File: config.mk
export PLATFORM = sky130hd
export DESIGN_NAME = mmes_outq
export DESIGN_NICKNAME = d
export VERILOG_FILES = /design/src/rtl/mmes_pkg.sv /design/src/rtl/mmes_outq.sv
export SDC_FILE = /design/constraint.sdc
export NUM_CORES = 1
export LEC_CHECK = 0
export BUFFER_PORTS_ARGS = -buffer_cell sky130_fd_sc_hd__buf_2
export CORE_AREA = 4 4 174 260
export DETAILED_ROUTE_END_ITERATION = 8
export DIE_AREA = 0 0 178 264
export REMOVE_ABC_BUFFERS = 1
export SKIP_CTS_REPAIR_TIMING = 1
export SYNTH_ARGS = -nofsm -noshare
export SYNTH_HDL_FRONTEND = slang
export SYNTH_SLANG_ARGS = --single-unit
File: constraint.sdc
create_clock -name clk -period 23.7 [get_ports clk]
set_clock_uncertainty 0.1 [all_clocks]
set_input_delay 1.185 -clock clk [delete_from_list [all_inputs] [get_ports clk]]
set_output_delay 1.185 -clock clk [all_outputs]
set_load 0.005 [all_outputs]
File: src/rtl/mmes_pkg.sv
`default_nettype none
package mmes_pkg;

  // Fixed-point format and slot count.
  localparam int FRAC       = 15;
  localparam int ONE        = 1 << FRAC;
  localparam int SLOT_COUNT = 8;
  localparam int NUM_DST    = 10;
  localparam int DW         = 28;

  // Saturation limits of the delta outputs.
  localparam logic signed [DW-1:0] LIM_CUTOFF = DW'(480 * ONE);
  localparam logic signed [DW-1:0] LIM_SHIFT  = DW'(4 * ONE);
  localparam logic signed [DW-1:0] LIM_DETUNE = DW'(800 * ONE);
  localparam logic signed [DW-1:0] LIM_WIDTH  = DW'((16 * ONE + 2) / 5);
  localparam logic [24:0]          LIM_LEVEL  = 25'(256 * ONE);

  typedef logic [25:0] slot_word_t;
  typedef logic [3:0]  cfg_index_t;

  // Source codes.
  localparam logic [3:0] SRC_LFO_ONE  = 4'd1;
  localparam logic [3:0] SRC_LFO_TWO  = 4'd2;
  localparam logic [3:0] SRC_AMP_ENV  = 4'd3;
  localparam logic [3:0] SRC_FILT_ENV = 4'd4;
  localparam logic [3:0] SRC_VELOCITY = 4'd5;
  localparam logic [3:0] SRC_KEY      = 4'd8;

  // Destination codes.
  localparam logic [3:0] DST_CUTOFF  = 4'd1;
  localparam logic [3:0] DST_RESO    = 4'd2;
  localparam logic [3:0] DST_DRIVE   = 4'd3;
  localparam logic [3:0] DST_DET1    = 4'd4;
  localparam logic [3:0] DST_DET2    = 4'd5;
  localparam logic [3:0] DST_LVL1    = 4'd6;
  localparam logic [3:0] DST_LVL2    = 4'd7;
  localparam logic [3:0] DST_PW1     = 4'd8;
  localparam logic [3:0] DST_PW2     = 4'd9;
  localparam logic [3:0] DST_MASTER  = 4'd10;

  // Curve codes.
  localparam logic [1:0] CRV_LIN  = 2'd0;
  localparam logic [1:0] CRV_SQR  = 2'd1;
  localparam logic [1:0] CRV_ROOT = 2'd2;
  localparam logic [1:0] CRV_TANH = 2'd3;

  typedef struct packed {
    logic signed [15:0] lfo_one;
    logic signed [15:0] lfo_two;
    logic [14:0]        amp_envelope;
    logic [14:0]        filter_envelope;
    logic [14:0]        note_velocity;
    logic signed [15:0] key_tracking;
  } frame_t;

  typedef struct packed {
    logic signed [24:0] cutoff_shift;
    logic signed [18:0] resonance_shift;
    logic signed [18:0] drive_shift;
    logic signed [25:0] osc_one_detune;
    logic signed [25:0] osc_two_detune;
    logic [23:0]        osc_one_level;
    logic [23:0]        osc_two_level;
    logic signed [17:0] osc_one_width_shift;
    logic signed [17:0] osc_two_width_shift;
    logic [23:0]        master_level;
  } result_t;

endpackage
`default_nettype wire

File: src/rtl/mmes_outq.sv
`default_nettype none
module mmes_outq
  import mmes_pkg::*;
(
  input  wire logic    clk,
  input  wire logic    rst_n,
  input  wire logic    wr,
  output logic         wr_full,
  input  wire result_t wdata,
  output logic         empty,
  input  wire logic    pop,
  output result_t      rdata
);

  result_t    mem_r [2];
  logic       wr_ptr_r, rd_ptr_r;
  logic [1:0] cnt_r, cnt_nxt;
  logic       wr_en, rd_en;

  // Two-word result queue.
  assign wr_full = (cnt_r == 2'd2);
  assign empty   = (cnt_r == 2'd0);
  assign rdata   = mem_r[rd_ptr_r];
  assign wr_en   = wr && !wr_full;
  assign rd_en   = pop && !empty;
  assign cnt_nxt = cnt_r + 2'(wr_en) - 2'(rd_en);

  always_ff @(posedge clk) begin
    if (!rst_n) begin
      wr_ptr_r <= 1'b0;
      rd_ptr_r <= 1'b0;
      cnt_r    <= 2'd0;
    end else begin
      if (wr_en) wr_ptr_r <= ~wr_ptr_r;
      if (rd_en) rd_ptr_r <= ~rd_ptr_r;
      cnt_r <= cnt_nxt;
    end
  end

  always_ff @(posedge clk) begin
    if (wr_en) begin
      mem_r[wr_ptr_r] <= wdata;
    end
  end

endmodule
`default_nettype wire

After elaboration in Yosys (flattened, before gate mapping)
Memories as Yosys holds them, arrays and structs flattened. A register that Yosys moved wholly into a read port is not among the register bits.
Cells that the tools add are included.
{"block": "totals", "mem_count": 1, "word_cells": 18, "ff_bits": 4, "ram_bits": 446}
{"block": "classes", "eq_ne": 1, "add_sub_neg": 2, "muxes": 4, "n_reduce_logical": 5, "n_bitwise": 2}
{"name": "mem_r", "depth": 2, "width": 223, "read_ports": 1, "rd_clocked_by_memory_dff": 1, "wr": 1, "line": "mmes_outq.sv:15", "rtl": "result_t mem_r [2];"}
{"cell": "$mux W1", "count": 4}
{"cell": "$add A2 B1 Y2", "count": 1}
{"cell": "$eq A2 B2 Y1 const B", "count": 1}
{"cell": "$logic_and A1 B1 Y1", "count": 2}
{"cell": "$logic_not A1 Y1", "count": 2}
{"cell": "$logic_not A2 Y1", "count": 1}
{"cell": "$not A1 Y1", "count": 2}
{"cell": "$sub A2 B1 Y2", "count": 1}

Longest topological paths before layout
{"block": "logic_depth", "ltp_word": 5, "mapped_depth": 8}

Worst setup path after synthesis
No wires, ideal clock.
{"block": "synth_path", "path_type": "input to register", "startpoint": "in wr", "endpoint": "mem mem_r[0][0] in the netlist's numbering (enable)", "required_ns": 22.790, "slack_ns": 12.269, "path_buffers": 0, "setup_time_ns": 0.810, "t_arrival_ns": 10.520, "cell_stages": 2, "cell_sequence": "nand2_1 nor2_1"}
{"block": "synth_between", "elab_chain_cells": 3}
{"item": "start, declared", "line": "mmes_outq.sv:7", "rtl": "input wire logic wr,"}
{"item": "$logic_and A1 B1 Y1", "line": "mmes_outq.sv:24", "rtl": "assign wr_en = wr && !wr_full;"}
{"item": "$mux W1", "line": "mmes_outq.sv:41", "rtl": "if (wr_en) begin"}
{"item": "$mux W1 (not written as such)", "line": "mmes_outq.sv:42", "rtl": "mem_r[wr_ptr_r] <= wdata;"}
{"item": "end, declared", "line": "mmes_outq.sv:15"}
No other way between the ends.

==> impl_metrics.toml <==
[timing]
fin_crit_sh_pct = 22.2
hold_viol_final = 0
tightest_slew_ps = 1110
clock.fmax_ghz = 0.190
finalSetupViolations = 0
finalMaxSlewViolations = 0
holdWs_ps = 436
fin_crit_ps = 5270
rsz0062_at_grt = "false"
setup_ws_ps = 18430
maxSlewHeadroom_pct = 26.0
fin_setup_tns_ps = 0

[place]
portBuffers = 451
dp_hpwl_mm = 27.4
preCtsSetupSlack_ps = 18900
gp_congestion = 0.796
dp.cells = 1727
place_area_um2 = 19800

[clock_network]
tritoncts = "built"
h-tree-depth = 2
clk_path_buf_depth = 3
numCtsBuffers = 43
cts-root-buf = "clkbuf_16"
clk_latency_ps = 530
clk_pin_slew_ps = 60
cts.sinks = 451

[power]
total_power_mw = 2.34
p_per_area_nw_per_um2 = 110
ir_worst_vdd_mv = 0.102
p_leak_nw = 8.19

[status]
outcome = "finished, final reports clean"

[setup_path]
crit_path_end_kind = "output port"
rrSetupSlack_ps = 20370
path_max_fanout = 65
path_depth = 4
required_ps = 22420
r2r_end = "mem_r[1][183]"
reg2reg_depth = 4
startpoint_type = "flip-flop"
slowest_delay_ps = 940
cp_slowest_cell = "dfxtp_4"
cp.buffers_inverters = 3
arrival_ps = 3980
path_cells = "buf_4 -> buf_4 -> mux2_4 -> buf_2"
critPathTopFamily = "buffers and inverters"
rr_startpoint = "cnt_r[0]"
crit_type = "flip-flop to output port"
timing.critical_path.mode_cell = "buf_4"

[drt]
ant_nets = 0
routed_via_density = 4.66
drtIter0Drc = 347
wire_per_inst_um = 21.5
routed-via-count = 8473
finalWirelength_mm = 39.2
route.detailed.drc = 0
dr.pass1.iters = 6

[cells_and_area]
final_cell_mix = "buf_2, edfxtp_1, mux2_4"
final_area_um2 = 21200
drive_gt1_share_pct = 60.2
nets = 1431
layout_commonest_cell = "buf_2"
final_core_util_pct = 49.4
syn_to_final_growth_pct = 24.7
fin_cells = 1817

[floorplanning]
die_w_um = 178
rows = 93
core_um2 = 42900
dieArea_um2 = 47000
io_pins = 452
die_y_um = 264
initial_core_util_pct = 39.7

[worst_hold_path]
holdPathStages = 2
hp-class = "flip-flop to flip-flop"
hp-start = "rd_ptr_r"

[yosys]
syn-instance-count = 721
synth-seq-area-share_pct = 79.2
avgSynthCellArea_um2 = 23.6
synth.distinct_cells = 18
synth_seq_cells = 451
synthesis.area_um2 = 17000
yosysWarningCount = 0

[global_routing]
grt_max_degree = 66
antenna_found_initial = 13
grt_pass1_vias = 9245
track_usage_pct = 16.0
grt_pass1_wl_mm = 56.1
overflow = 0

[flow_run]
drv_cap = 0
[synthesized netlist by cell type]
cell type | instances | area share (%)
edfxtp_1 | 446 | 79
mux2_4 | 170 | 15
mux2_2 | 53 | 3.5
buf_6 | 20 | 1.3
buf_2 | 5 | 0.15
dfxtp_1 | 5 | 0.59
nor2_1 | 5 | 0.11
inv_1 | 3 | 0.066
and2_1 | 2 | 0.073
ha_1 | 2 | 0.15
nand2_1 | 2 | 0.044
nand2b_1 | 2 | 0.073
and3_1 | 1 | 0.037
mux2i_1 | 1 | 0.059
nor3_1 | 1 | 0.029
o21a_1 | 1 | 0.044
xnor2_1 | 1 | 0.051
xor2_1 | 1 | 0.051
[registers in the layout (all words and copies together), names as in the netlist, named ones only]
signal / count
cnt_r: 2
mem_r: 446
rd_ptr_r: 1
wr_ptr_r: 1
[worst reg2reg max path: cells and delay by family (launching register included)]
kind | cells | cell delay (ps)
flip-flops | 1 | 380
AND/OR/NAND/NOR | 2 | 940
buffers and inverters | 2 | 1530
[per-layer routing]
metal / vias up / GRT usage [%] / share of wire (%)
met5: - / 0 / 0.046
met1: 4212 / 15.8 / 32
li1: 3849 / - / -
met2: 321 / 29.9 / 56
met4: 4 / 7.99 / 4.4
met3: 87 / 4.67 / 7.3
[power by group]
| group | internal, mW | leakage, nW | total (mW) | switching (mW) |
|---|---|---|---|---|
| combinational | 0.322 | 3.32 | 0.599 | 0.277 |
| clock | 0.386 | 0.660 | 0.665 | 0.280 |
| sequential | 1.03 | 4.21 | 1.08 | 0.0506 |
[final cells by class]
cell class	count	area [um^2]
repair buffers	461	2330
multi-input cells	242	3280
inverters	3	11.3
clock inverters	16	159
fillers	3612	21700
clock buffers	63	1200
diodes	11	27.5
well taps	570	713
flip-flops and latches	451	13500
[kinds of logic (layout without fill, tap and decap cells)]
family                   count (synthesis)  count (layout)  share of synthesized area, %
buffers and inverters                   28             543                          1.54
flip-flops                             451             451                          79.2
adder cells (fa/ha/maj)                  2               2                         0.147
AO/OA/AOI/OAI                            1               1                        0.0441
AND/OR/NAND/NOR                         13              13                         0.367
multiplexers                           224             224                          18.6
other                                    0              11                             0
XOR/XNOR                                 2               2                         0.103
[worst max-delay path by stage]
stage	startpoint	to	slack (ps)
2_1_floorplan	wr	mem_r[0][0]	12270
3_3_place_gp	flip-flop	rdata[194]	18970
3_5_place_dp	flip-flop	rdata[73]	18900
4_1_cts	flip-flop	rdata[103]	18300
5_1_grt	flip-flop	rdata[178]	18210
6_report	flip-flop	rdata[103]	18430
Power figures use the tool's default switching activity.
