### src/rtl/mmes_pkg.sv
`default_nettype none
package mmes_pkg;

  // Fixed-point format and slot count.
  localparam int FRAC       = 15;
  localparam int ONE        = 1 << FRAC;
  localparam int SLOT_COUNT = 8;
  localparam int NUM_DST    = 10;
  localparam int DW         = 28;

  // Saturation limits of the delta outputs.
  localparam logic signed [DW-1:0] LIM_CUTOFF = DW'(480 * ONE);
  localparam logic signed [DW-1:0] LIM_SHIFT  = DW'(4 * ONE);
  localparam logic signed [DW-1:0] LIM_DETUNE = DW'(800 * ONE);
  localparam logic signed [DW-1:0] LIM_WIDTH  = DW'((16 * ONE + 2) / 5);
  localparam logic [24:0]          LIM_LEVEL  = 25'(256 * ONE);

  typedef logic [25:0] slot_word_t;
  typedef logic [3:0]  cfg_index_t;

  // Source codes.
  localparam logic [3:0] SRC_LFO_ONE  = 4'd1;
  localparam logic [3:0] SRC_LFO_TWO  = 4'd2;
  localparam logic [3:0] SRC_AMP_ENV  = 4'd3;
  localparam logic [3:0] SRC_FILT_ENV = 4'd4;
  localparam logic [3:0] SRC_VELOCITY = 4'd5;
  localparam logic [3:0] SRC_KEY      = 4'd8;

  // Destination codes.
  localparam logic [3:0] DST_CUTOFF  = 4'd1;
  localparam logic [3:0] DST_RESO    = 4'd2;
  localparam logic [3:0] DST_DRIVE   = 4'd3;
  localparam logic [3:0] DST_DET1    = 4'd4;
  localparam logic [3:0] DST_DET2    = 4'd5;
  localparam logic [3:0] DST_LVL1    = 4'd6;
  localparam logic [3:0] DST_LVL2    = 4'd7;
  localparam logic [3:0] DST_PW1     = 4'd8;
  localparam logic [3:0] DST_PW2     = 4'd9;
  localparam logic [3:0] DST_MASTER  = 4'd10;

  // Curve codes.
  localparam logic [1:0] CRV_LIN  = 2'd0;
  localparam logic [1:0] CRV_SQR  = 2'd1;
  localparam logic [1:0] CRV_ROOT = 2'd2;
  localparam logic [1:0] CRV_TANH = 2'd3;

  typedef struct packed {
    logic signed [15:0] lfo_one;
    logic signed [15:0] lfo_two;
    logic [14:0]        amp_envelope;
    logic [14:0]        filter_envelope;
    logic [14:0]        note_velocity;
    logic signed [15:0] key_tracking;
  } frame_t;

  typedef struct packed {
    logic signed [24:0] cutoff_shift;
    logic signed [18:0] resonance_shift;
    logic signed [18:0] drive_shift;
    logic signed [25:0] osc_one_detune;
    logic signed [25:0] osc_two_detune;
    logic [23:0]        osc_one_level;
    logic [23:0]        osc_two_level;
    logic signed [17:0] osc_one_width_shift;
    logic signed [17:0] osc_two_width_shift;
    logic [23:0]        master_level;
  } result_t;

endpackage
`default_nettype wire

### src/rtl/mmes_front.sv
`default_nettype none
module mmes_front
  import mmes_pkg::*;
(
  input  wire logic       clk,
  input  wire logic       rst_n,
  input  wire logic       cfg_we,
  input  wire cfg_index_t cfg_index,
  input  wire slot_word_t cfg_wdata,
  input  wire logic       push,
  output logic            full,
  input  wire frame_t     frame_in,
  output slot_word_t      slots [SLOT_COUNT],
  output logic            frm_valid,
  output frame_t          frm_data,
  input  wire logic       frm_take
);

  slot_word_t slot_r [SLOT_COUNT];
  frame_t     mem_r [2];
  logic       wr_ptr_r, wr_ptr_nxt;
  logic       rd_ptr_r, rd_ptr_nxt;
  logic [1:0] cnt_r, cnt_nxt;
  logic       wr_en, rd_en;

  // Slot registers; writes past the slot list are dropped.
  always_ff @(posedge clk) begin
    if (!rst_n) begin
      for (int i = 0; i < SLOT_COUNT; i++) slot_r[i] <= '0;
    end else if (cfg_we && (32'(cfg_index) < SLOT_COUNT)) begin
      slot_r[cfg_index[$clog2(SLOT_COUNT)-1:0]] <= cfg_wdata;
    end
  end

  assign slots = slot_r;

  // Two-word frame queue toward the slot engine.
  assign full      = (cnt_r == 2'd2);
  assign frm_valid = (cnt_r != 2'd0);
  assign frm_data  = mem_r[rd_ptr_r];
  assign wr_en     = push && !full;
  assign rd_en     = frm_take && frm_valid;

  always_comb begin
    wr_ptr_nxt = wr_en ? ~wr_ptr_r : wr_ptr_r;
    rd_ptr_nxt = rd_en ? ~rd_ptr_r : rd_ptr_r;
    cnt_nxt    = cnt_r + 2'(wr_en) - 2'(rd_en);
  end

  always_ff @(posedge clk) begin
    if (!rst_n) begin
      wr_ptr_r <= 1'b0;
      rd_ptr_r <= 1'b0;
      cnt_r    <= 2'd0;
    end else begin
      wr_ptr_r <= wr_ptr_nxt;
      rd_ptr_r <= rd_ptr_nxt;
      cnt_r    <= cnt_nxt;
    end
  end

  always_ff @(posedge clk) begin
    if (wr_en) begin
      mem_r[wr_ptr_r] <= frame_in;
    end
  end

endmodule
`default_nettype wire

### config.mk
export PLATFORM = sky130hd
export DESIGN_NAME = mmes_front
export DESIGN_NICKNAME = d
export VERILOG_FILES = /design/src/rtl/mmes_pkg.sv /design/src/rtl/mmes_front.sv
export SDC_FILE = /design/constraint.sdc
export NUM_CORES = 1
export LEC_CHECK = 0
export BUFFER_PORTS_ARGS = -buffer_cell sky130_fd_sc_hd__clkbuf_2
export CAP_MARGIN = 20
export CORE_MARGIN = 5
export CORE_UTILIZATION = 30
export DETAILED_ROUTE_END_ITERATION = 6
export GPL_ROUTABILITY_DRIVEN = 1
export GPL_TIMING_DRIVEN = 0
export PLACE_DENSITY = 0.61
export SYNTH_ARGS = -nofsm -noshare
export SYNTH_HDL_FRONTEND = slang
export SYNTH_SLANG_ARGS = --single-unit
### constraint.sdc
create_clock -name clk -period 4.3 [get_ports clk]
set_input_delay 0.86 -clock clk [delete_from_list [all_inputs] [get_ports clk]]
set_output_delay 0.86 -clock clk [all_outputs]
set_load 0.05 [all_outputs]
* Yosys cells after proc, flatten, opt, wreduce, memory -nomap -nowiden
Memory sizes are Yosys's and may differ from the RTL's. A register that Yosys moved wholly into a read port is not among the register bits.
Cells that the tools add are included.
W data, S select, Z words.
** Word-level totals
- RAM bits :: 186
- Logic and storage cells :: 34
- Bits of input ports :: 128
- Flip-flop bits (word level) :: 212
- Output and inout bits :: 303
- Memories :: 1
** Memory list
- mem_r :: depth 2, width 93, rd ports 1, clocked after memory_dff 1, write ports 1, line mmes_front.sv:20 : frame_t mem_r [2];
** Cells by class
- Add/sub/neg operators :: 2
- Bitwise logic cells :: 3
- Magnitude comparators :: 3
- Reduce and logical (&&, ||, !) cells :: 6
- Muxes and demuxes :: 7
- Equality and inequality tests :: 1
** Operators by type and width (count)
- $bwmux W208 :: 1
- $demux W26 S3 :: 1
- $mux W26 :: 1
- $ge A4 B4 Y1 const B :: 1
- $logic_and A1 B1 Y1 :: 4
- $lt A4 B1 Y1 const B :: 1
- $lt A4 B4 Y1 const B :: 1
- $mux W1 :: 4
- $not A3 Y4 :: 1
- $add A2 B1 Y2 :: 1
- $eq A2 B2 Y1 const B :: 1
- $not A1 Y1 :: 2
- $reduce_bool A2 Y1 :: 1
- $sub A2 B1 Y2 :: 1
- $logic_not A1 Y1 :: 1

* Depth between registers and ports, before layout
- Word-level depth :: 6
- Mapped depth :: 8
- Gate-level depth less buffers :: 8

* Worst setup path after synthesis
No wires, ideal clock.
- Path type :: in2reg
- Start point :: input port push
- End point :: memory mem_r[1][0] in the netlist's numbering (enable)
- Path buffers :: 0
- Cell stages on the path :: 1
- Data arrival time :: 3.068 ns
- Library setup time :: 0.463 ns
- Required time :: 3.837 ns
- Slack :: 0.769 ns
- Cells stage by stage :: and3_1
** On the way
- Cells in the longest elaborated chain, start to end :: 3
** RTL lines
- start: declaration :: line mmes_front.sv:10 : input wire logic push,
- $logic_and A1 B1 Y1 :: line mmes_front.sv:41 : assign wr_en = push && !full;
- $mux W1 :: line mmes_front.sv:63 : if (wr_en) begin
- $mux W1 (not written as such) :: line mmes_front.sv:64 : mem_r[wr_ptr_r] <= frame_in;
- end: declaration :: line mmes_front.sv:20
No other way between the ends.

==> out/qor.yml <==
result_of_the_run: "finished, final reports clean"
slew_violations: 0
yosysUniqueCellTypes: 30
peakVddDrop_v: 0.000236
cts_num_sinks: 399
wl_per_cell_um: 20.9
globalRoute.totalOverflow: 0
timing.critical_path.fanout_max: 10
place_inst: 2073
layout.cells.most_common: "sky130_fd_sc_hd__clkbuf_2"
synth-edff-count: 186
postCtsSetupBuffers: 0
met1_length_mm: 17.9
die-area_um2: 52600
placeable_core_region_um2: 47600
finalCritPeriodShare_pct: 77.2
drive_gt1_share_pct: 41.1
drc: 0
synth_area_per_cell_um2: 14.1
tightest_slew_ns: 0.914
critPathRequiredTime_ns: 3.44
cts_inserted_buffers: 44
critPathKind: "register to output port"
post_synthesis_cell_area_um2: 14400
cellPowerDensity_nw_per_um2: 572
critical-path-top-delay-family: "buffers and inverters"
cp_slowest_cell: "sky130_fd_sc_hd__clkbuf_1"
grt_pass1_wl_mm: 66.1
detailed_place_hpwl_mm: 33.0
vias_in_the_first_global_route: 10306
grtUsageTotal_pct: 16.5
io_buffers: 429
cap_violations: 0
ys_seq_elements: 399
total_of_warnings_raised_by_yosys: 0
synth_sequential_area_ratio_pct: 68.2
synth_top_cell_area_share_pct: 38.7
syn-instance-count: 1027
cp.buffers_inverters: 3
skew_pair_late_insertion_delay_ns: 0.55
skew_ns: 0.00589
type_of_element_capturing_the_critical_path: "output port"
finalPower_mw: 10.8
fin_crit_ns: 3.32
worst_setup_hold_path_clk_slew_ns: 0.06
detailedPlace.worstSlack_ns: 1.47
initial_antenna_violation_count: 4
layout_setup_ws_ns: 0.979
wl_met2_mm: 20.8
die_h_um: 229
dr_vias: 9779
layout.cell_area.non_filler_um2: 18800
detail-route-antenna-nets: 0
gpl_congestion: 0.820
detail_route.vias_per_cell: 4.55
ioPinCount: 431
stdcell_count: 2150
largest_net_degree_at_the_start_of_global_routing: 55
clockBufferDepth: 3
tritoncts: "yes"
final_core_utilization_pct: 39.5
achievable-frequency_mhz: 301
finish.net_count: 1634
mappedNetlistNets: 1157
timing.max_slew.rel_slack_pct: 39.1
rsz_0062_raised_after_global_routing: "no"
final_cell_mix: "sky130_fd_sc_hd__clkbuf_2, sky130_fd_sc_hd__nand2_1, sky130_fd_sc_hd__dfxtp_1"
final-setup-viol-count: 0
cp_slowest_stage_delay_ns: 0.50
crit_chain: "clkbuf_1 > buf_2 > mux2_2 > clkbuf_2"
postSynth.asyncResetShare_pct: 0
met3WireLength_mm: 5.06
finalWirelength_mm: 45.0
placedInstanceArea_um2: 17400
drtPass1Iterations: 4
startpoint_type: "register"
critical_path_arrival_ns: 2.46
hold_buffers: 0
fin_worst_hold_slack_ns: 0.456
finalSetupTns_ns: 0
dominant_cell_type_by_area_after_synthesis: "sky130_fd_sc_hd__edfxtp_1"
p_leak_nw: 8.17
area_growth_syn_to_layout_pct: 30.4
finalHoldViolCount: 0
synth_top_cells_by_area: "sky130_fd_sc_hd__edfxtp_1, sky130_fd_sc_hd__dfxtp_1, sky130_fd_sc_hd__mux2i_1"
drt_iter0_drc: 460
highest-signal-layer: "met5"
synth_ff_type: "sky130_fd_sc_hd__dfxtp_1"
h-tree-depth: 2
start_util_pct: 30.3
num_rows: 80
cts.repair.resized: 0
clockRootBuffer: "sky130_fd_sc_hd__clkbuf_16"
holdCritPathClass: "register to register"
die_w_um: 229
## synthesized netlist by cell type, types with 3 or more instances
cell type	n
sky130_fd_sc_hd__mux2_2	93
sky130_fd_sc_hd__buf_2	16
sky130_fd_sc_hd__clkbuf_1	22
sky130_fd_sc_hd__nand2_1	236
sky130_fd_sc_hd__edfxtp_1	186
sky130_fd_sc_hd__buf_6	11
sky130_fd_sc_hd__dfxtp_1	213
sky130_fd_sc_hd__buf_1	3
sky130_fd_sc_hd__nor2_1	4
sky130_fd_sc_hd__buf_4	6
sky130_fd_sc_hd__mux2i_1	208
sky130_fd_sc_hd__inv_1	5
## metal layers
layer	vias up	track usage, %
met3	75	7.93
met1	4721	19.1
met2	415	27.1
li1	4562	-
met5	-	0.0919
met4	6	5.04
## cells by family after synthesis
logic type | Yosys count | share of synthesized area, %
DFF | 399 | 68.2
buffers and inverters | 63 | 2.50
AOI/OAI and AO/OA | 3 | 0.121
xor gates and xnor gates | 2 | 0.121
muxes | 301 | 21.7
adders and majority gates | 2 | 0.173
and+or+nand+nor | 257 | 7.22
## where the power goes
| group | total, mW | internal [mW] | switching [mW] |
|---|---|---|---|
| clock | 3.70 | 2.18 | 1.53 |
| combinational | 2.68 | 0.687 | 1.99 |
| sequential | 4.40 | 4.32 | 0.0747 |
## final cells by class
type	count	area, um^2
Clock inverter	21	194
Sequential cell	399	9850
Antenna cell	1	2.50
Clock buffer	55	1210
Multi-Input combinational cell	565	4240
Timing Repair Buffer	431	2200
Inverter	5	21.3
Buffer	58	343
Tap cell	615	769
Fill cell	4572	28800
## worst register-to-register path, delay by kind of cell, from the launching register on
family,cells,cell delay [ns]
buffers and inverters,3,0.85
and+or+nand+nor,2,0.53
DFF,1,0.36
## sequential cells by signal, summed over array words and instances (netlist names), named ones only
register,flops
slots,208
cnt_r,2
wr_ptr_r,1
rd_ptr_r,1
mem_r,186
## worst paths after layout
kind | slack [ns] | depth (start not counted) | startpoint | end
setup / recovery | 0.98 | 4 | register | frm_data[22]
hold / removal | 0.46 | 2 | slots[15] | slots[15]
setup reg to reg | 2.18 | 5 | cnt_r[0] | mem_r[0][15]
hold reg to reg | 0.46 | 2 | slots[15] | slots[15]
No activity file was read; power rests on OpenSTA's default activity.
